### config.mk
export PLATFORM = sky130hd
export DESIGN_NAME = mmm_cell
export DESIGN_NICKNAME = d
export VERILOG_FILES = /design/src/hw/rtl/mmm_pkg.sv /design/src/hw/rtl/mmm_cell.sv
export SDC_FILE = /design/constraint.sdc
export NUM_CORES = 1
export LEC_CHECK = 0
export BUFFER_PORTS_ARGS = -buffer_cell sky130_fd_sc_hd__buf_2
export CORE_ASPECT_RATIO = 0.5
export CORE_MARGIN = 2
export CORE_UTILIZATION = 30
export CTS_BUF_LIST = sky130_fd_sc_hd__clkbuf_8
export CTS_CLUSTER_DIAMETER = 60
export CTS_CLUSTER_SIZE = 10
export DETAILED_ROUTE_END_ITERATION = 16
export GPL_ROUTABILITY_DRIVEN = 0
export PLACE_DENSITY = 0.49
export SETUP_SLACK_MARGIN = 0.3
export SKIP_LAST_GASP = 1
export SYNTH_ARGS = -nofsm -noshare
export SYNTH_HDL_FRONTEND = slang
export SYNTH_SLANG_ARGS = --single-unit
### constraint.sdc
create_clock -name clk -period 7.35 [get_ports clk]
set_input_delay 1.47 -clock clk [delete_from_list [all_inputs] [get_ports clk]]
set_output_delay 1.47 -clock clk [all_outputs]
set_load 0.1 [all_outputs]
### src/hw/rtl/mmm_pkg.sv
// shared types and constants of the matrix multiply unit
package mmm_pkg;

    localparam int ELEM_W     = 16;
    localparam int PROD_W     = 40;
    localparam int CFG_IDX_W  = 2;
    localparam int CFG_DATA_W = 4;

    localparam logic [CFG_IDX_W-1:0] CFG_LEFT_ROWS  = 2'd0;
    localparam logic [CFG_IDX_W-1:0] CFG_INNER_SIZE = 2'd1;
    localparam logic [CFG_IDX_W-1:0] CFG_RIGHT_COLS = 2'd2;

    // control handed from the sequencer to each cell
    typedef struct packed {
        logic wr_en;
        logic mac_vld;
        logic mac_first;
        logic mac_last;
        logic shift;
    } cell_ctl_t;

endpackage

### src/hw/rtl/mmm_cell.sv
// one column cell: right matrix column, multiply-accumulate and output shift stage
module mmm_cell #(
    parameter  int MAX_DIM = 8,
    localparam int DIM_W   = (MAX_DIM > 1) ? $clog2(MAX_DIM) : 1
) (
    input  logic                              clk,
    input  logic                              rst_n,
    input  mmm_pkg::cell_ctl_t                ctl,
    input  logic [DIM_W-1:0]                  wr_row,
    input  logic [mmm_pkg::ELEM_W-1:0]        wr_data,
    input  logic [DIM_W-1:0]                  mac_k,
    input  logic signed [mmm_pkg::ELEM_W-1:0] mac_a,
    input  logic [mmm_pkg::PROD_W-1:0]        shift_in,
    output logic [mmm_pkg::PROD_W-1:0]        shift_out
);

    localparam int MUL_W  = 2 * mmm_pkg::ELEM_W;
    localparam int EXT_W  = mmm_pkg::PROD_W - MUL_W;

    logic [mmm_pkg::ELEM_W-1:0]     col_store [MAX_DIM];
    logic signed [mmm_pkg::ELEM_W-1:0] col_rd;
    logic signed [MUL_W-1:0]        prod_next;
    logic signed [MUL_W-1:0]        prod_reg;
    logic                           p_vld_reg;
    logic                           p_first_reg;
    logic                           p_last_reg;
    logic [mmm_pkg::PROD_W-1:0]     prod_ext;
    logic [mmm_pkg::PROD_W-1:0]     acc_reg;
    logic [mmm_pkg::PROD_W-1:0]     acc_next;
    logic [mmm_pkg::PROD_W-1:0]     shift_reg;

    assign col_rd    = col_store[mac_k];
    assign prod_next = mac_a * col_rd;
    assign prod_ext  = {{EXT_W{prod_reg[MUL_W-1]}}, prod_reg};
    assign acc_next  = p_first_reg ? prod_ext : acc_reg + prod_ext;
    assign shift_out = shift_reg;

    always_ff @(posedge clk)
    begin
        if (ctl.wr_en)
        begin
            col_store[wr_row] <= wr_data;
        end
    end

    always_ff @(posedge clk or negedge rst_n)
    begin
        if (!rst_n)
        begin
            p_vld_reg   <= 1'b0;
            p_first_reg <= 1'b0;
            p_last_reg  <= 1'b0;
        end
        else
        begin
            p_vld_reg   <= ctl.mac_vld;
            p_first_reg <= ctl.mac_first;
            p_last_reg  <= ctl.mac_last;
        end
    end

    always_ff @(posedge clk)
    begin
        if (ctl.mac_vld)
        begin
            prod_reg <= prod_next;
        end
        if (p_vld_reg)
        begin
            acc_reg <= acc_next;
        end
        // row finished: capture the sum, otherwise move toward the output on a shift
        if (p_vld_reg && p_last_reg)
        begin
            shift_reg <= acc_next;
        end
        else if (ctl.shift)
        begin
            shift_reg <= shift_in;
        end
    end

endmodule
# == Word level (Yosys, flattened, before mapping) ==
# Memories as Yosys holds them, arrays and structs flattened.
# Cells that the tools add are included.
# word_totals
regBits,115
latchBits,0
ram_bits,128
mem_bits_ro,0
in_bits,85
out_inout_bits,40
wordCells,16
n_memories,1
# memory_table
memory,words,word_bits,read_ports,rd_clocked_by_memory_dff,write_ports,line,source
col_store,8,16,1,0,1,mmm_cell.sv:20,logic [mmm_pkg::ELEM_W-1:0] col_store [MAX_DIM];
# op_classes
addsub,1
mul,1
div,0
magnitude_cmp,0
eq_ne,0
n_shift,0
muxes,5
bitwise,0
n_reduce_logical,2
# op_table
op,count
2-to-1 mux 40 bit,3
adder 40 bit,1
multiplier 16 x 16 -> 32 bit,1
2-to-1 mux 1 bit,2
nonzero test 2 bit,1
logical AND 1 bit,1

# == Longest topological paths before layout ==
# depth
depth_word,3
depth_mapped,27
depth_no_buf,25

# == Worst setup path after synthesis ==
# OpenSTA, ideal clock, no wires.
# synth_path
kind,input port to flip-flop
from,input port mac_k[0]
to,"register prod_reg[31], data pin"
t_arrival_ns,8.501
setup_slack_ns,-1.411
stages,25
cell_sequence,clkbuf_1 buf_1 mux4_2 mux2_2 clkbuf_1 nand2_1 inv_1 fa_1 fa_1 fa_1 fa_1 fa_1 inv_1 fa_1 inv_1 ha_1 a21oi_1 nor2b_1 o21ai_0 a211oi_1 a211o_1 o41ai_1 o21bai_1 a21oi_1 xnor2_1
# synth_via
elab_chain_len,2
# synth_rtl
element,line,source
"start, declared",mmm_cell.sv:11,"input logic [DIM_W-1:0] mac_k,"
memory read (8 x 16 bit),n/a,
multiplier 16 x 16 -> 32 bit,mmm_cell.sv:33,assign prod_next = mac_a * col_rd;
named net prod_next[31],mmm_cell.sv:22,logic signed [MUL_W-1:0] prod_next;
"end signal, assigned",mmm_cell.sv:66,prod_reg <= prod_next;
"end, declared",mmm_cell.sv:23,logic signed [MUL_W-1:0] prod_reg;
# The timed path passes the listed nets, and every way through them passes these cells.
# A chain may end at the register's enable or synchronous reset.

# == Worst setup path after layout ==
# layout_path
from,input port mac_k[0]
to,"register prod_reg[30], data pin"
# Same word-level chain as after synthesis.

==> summary.txt <==
Status
  – Run status: complete, no violations

Synthesis
  – Adder-cell share of the synthesized area: 32.2%
  – Simple-Gate Fraction of Synth Area: 10.7%
  – Compound-Gate Fraction of Synth Area: 7.08%
  – Gate count of the mapped netlist: 1834
  – Synthesized area: 0.0211 sq mm
  – XOR/XNOR Fraction of Synth Area: 2.95%
  – Async set-or-reset flop fraction in the synthesized netlist: 1.23%
  – Flop and latch count out of synthesis: 243
  – Mux cell area share after synthesis: 6.00%
  – Syn Nets: 2303
  – Post-synth top flop: edfxtp_1
  – EDFF count, synth: 240
  – Synth warn: 0
  – Distinct cells, synth: 65
  – Largest family of logic cells by synthesized area: adder cells
  – Sequential fraction of the synthesis area: 34.6%
  – Avg Cell Area, Syn: 11.5 sq um

Die
  – Die Y: 191 um
  – Number of placed I/O pins: 125
  – Die W: 379 um
  – Initial core utilization: 30.4%
  – Core area: 0.0693 sq mm
  – Row Count: 68
  – Die area: 0.0725 sq mm

GRT
  – Vias in the first global route: 14788
  – First-pass GRT wire length: 83600 um
  – Initial antenna violation count: 3
  – Grt ovf: 0
  – GRT Util Overall: 14.8%
  – Pin count of the biggest net entering global routing: 74

STA
  – Period utilisation layout: 98.9%
  – Post-layout min period: 7.27 ns
  – RSZ-0062 raised after global routing: true
  – Fmax: 138 MHz
  – Final Hold Vio Count: 0
  – Tightest Pin Transition: 1.11 ns
  – Relative slew slack: 26.0%
  – Final setup violation count: 0
  – Slew Viols, Final: 0
  – Clk_skew: 0.0257 ns
  – Setup ws final: 0.0780 ns

Setup path
  – Max FO, Critical Path: 6
  – Crit end category: flop
  – WP data arrival: 7.64 ns
  – Req. time, crit path: 7.72 ns
  – Crit Path Category: in -> reg
  – CP Launch Type: primary input

Route
  – TritonRoute pass-1 iters: 5
  – Via density per instance: 4.50
  – DR DRC count: 0
  – Detailed Route WL: 52400 um
  – Routed via count: 13884
  – Drt initial violations: 766
  – Routed Antenna Nets: 0
  – Wirelength per Cell: 17.0 um

Clock tree
  – Sink Count: 243
  – TritonCTS Buffers: 30
  – Post-CTS Hold Buffers: 0
  – Worst-path clk slew: 0.07 ns
  – Htree depth: 1
  – Clock Path Buffers: 3
  – TritonCTS clock tree: yes
  – CTS root buffer: clkbuf_8
  – Clk_lat worst skew: 0.61 ns

Worst hold path
  – Hold WC Path Type: in -> async

Placed design
  – Pre-CTS WS: -0.827 ns
  – HPWL after detailed placement: 40600 um
  – Port bufs: 124

Finish
  – Number of flip-flops in the largest register: 128
  – Nets: 2597
  – Share of cells above drive strength 1: 26.3%
  – Area grow syn2layout: 22.0%

Run
  – Max-cap violations: 0
## worst max-delay path: stages
cell and delay, ns:
buf_16 0.13, buf_16 0.14, mux4_2 0.49, mux2_4 0.30, and2_4 0.17, fa_1 0.55
inv_2 0.04, fa_1 0.53, inv_1 0.05, fa_1 0.47, fa_1 0.55, fa_1 0.51
inv_1 0.05, fa_1 0.49, inv_2 0.05, ha_4 0.22, a21oi_2 0.14, o21ai_2 0.08
or3_1 0.36, a41oi_2 0.21, o21ai_2 0.12, a211o_1 0.32, a21oi_2 0.14, xnor2_1 0.07
## cell type report
cell class / count / area, sq um
clock buffers: 32 / 440
inverters: 300 / 1130
well taps: 945 / 1180
clock inverters: 13 / 88.8
repair buffers: 323 / 2510
flip-flops and latches: 243 / 7280
diodes: 1 / 2.50
fillers: 6863 / 43600
multi-input cells: 1230 / 13100
## what timing repair did
action	CTS	global route
setup buffers	13	11
endpoints found under the setup margin	14	15
gates cloned	3	1
gates resized for setup	41	72
pin swaps	11	52
## placed cells by master, fill, tap and decap left out, types with 48 or more instances in the layout
cell type  instances
inv_1            290
fa_1             242
nor2_1            53
edfxtp_1         240
xnor2_1           48
nor2b_1           81
buf_4            159
o21ai_0           58
ha_1             106
nand2_1          186
buf_2            123
## per-stage QoR
stage | hold slack [ns] | setup TNS, ns | utilization, % | area (sq um) | cells
after global placement | 0.622 | -7.92 | 35.3 | 24400 | 3013
after global routing | 0.589 | -0.331 | 37.1 | 25700 | 3086
final | 0.631 | 0 | 37.1 | 25700 | 3087
after floorplan | 0.548 | -1.96 | - | 21500 | 1834
after detailed placement | 0.622 | -9.42 | 35.3 | 24400 | 3013
after CTS | 0.572 | 0 | 36.5 | 25300 | 3074
## path summary, 6_finish.rpt
path | startpoint | endpoint | slack (ns) | depth (start not counted)
max in group asynchronous | rst_n | p_vld_reg$_DFF_PN0_ | 6.60 | 1
min in group clk | prod_reg[5]$_DFFE_PP_ | acc_reg[5]$_DFFE_PP_ | 0.63 | 2
min reg2reg | prod_reg[5]$_DFFE_PP_ | acc_reg[5]$_DFFE_PP_ | 0.63 | 2
min | rst_n | p_first_reg$_DFF_PN0_ | 0.63 | 1
max | mac_k[0] | prod_reg[30]$_DFFE_PP_ | 0.08 | 24
max reg2reg | col_store[0][2]$_DFFE_PP_ | prod_reg[30]$_DFFE_PP_ | 0.86 | 21
## Yosys cell counts, types with 3 or more instances
cell	instances	area (sq um)
a221o_1	8	80.1
fa_1	263	5270
nor3_1	12	60.1
o21ai_1	3	15.0
a41oi_1	3	26.3
ha_1	121	1510
nand2b_1	23	144
nand3_1	9	45.0
nor2_1	53	199
mux2_2	39	439
and3_1	12	75.1
a21o_1	27	203
xnor2_1	50	438
dfrtp_1	3	75.1
nand4_1	10	62.6
nor2b_1	88	551
o21bai_1	11	82.6
clkbuf_1	55	206
a211oi_1	5	37.5
o211ai_1	3	22.5
mux2i_1	9	90.1
nand2_1	192	721
edfxtp_1	240	7210
inv_1	300	1130
xor2_1	21	184
and2_1	48	300
or3_1	6	37.5
o21ai_0	64	320
buf_1	3	11.3
mux4_2	32	721
or2_2	3	18.8
o31ai_1	7	52.6
o21a_1	9	67.6
a21oi_1	58	290
a31oi_1	6	37.5
## layer usage
layer  share of wire (%)  track usage, %  vias up  wire length (um)
met5               0.052               0        -                27
met4                 1.9            2.63        4               973
met3                 4.0            2.55       64              2110
met2                  44            23.3      201             23000
met1                  50            21.5     6940             26300
li1                    -               -     6675                 -
## kinds of logic (layout without fill, tap and decap cells)
logic type,Yosys count,in the layout
AND/OR/NAND/NOR,462,462
adder cells (fa/ha/maj),384,384
buffers and inverters,362,668
flip-flops,243,243
AO/OA/AOI/OAI,231,231
multiplexers,81,82
XOR/XNOR,71,71
other,0,1
Power is not shown: default switching activity piles up to over one toggle a cycle in this logic, so the estimate is an artifact.
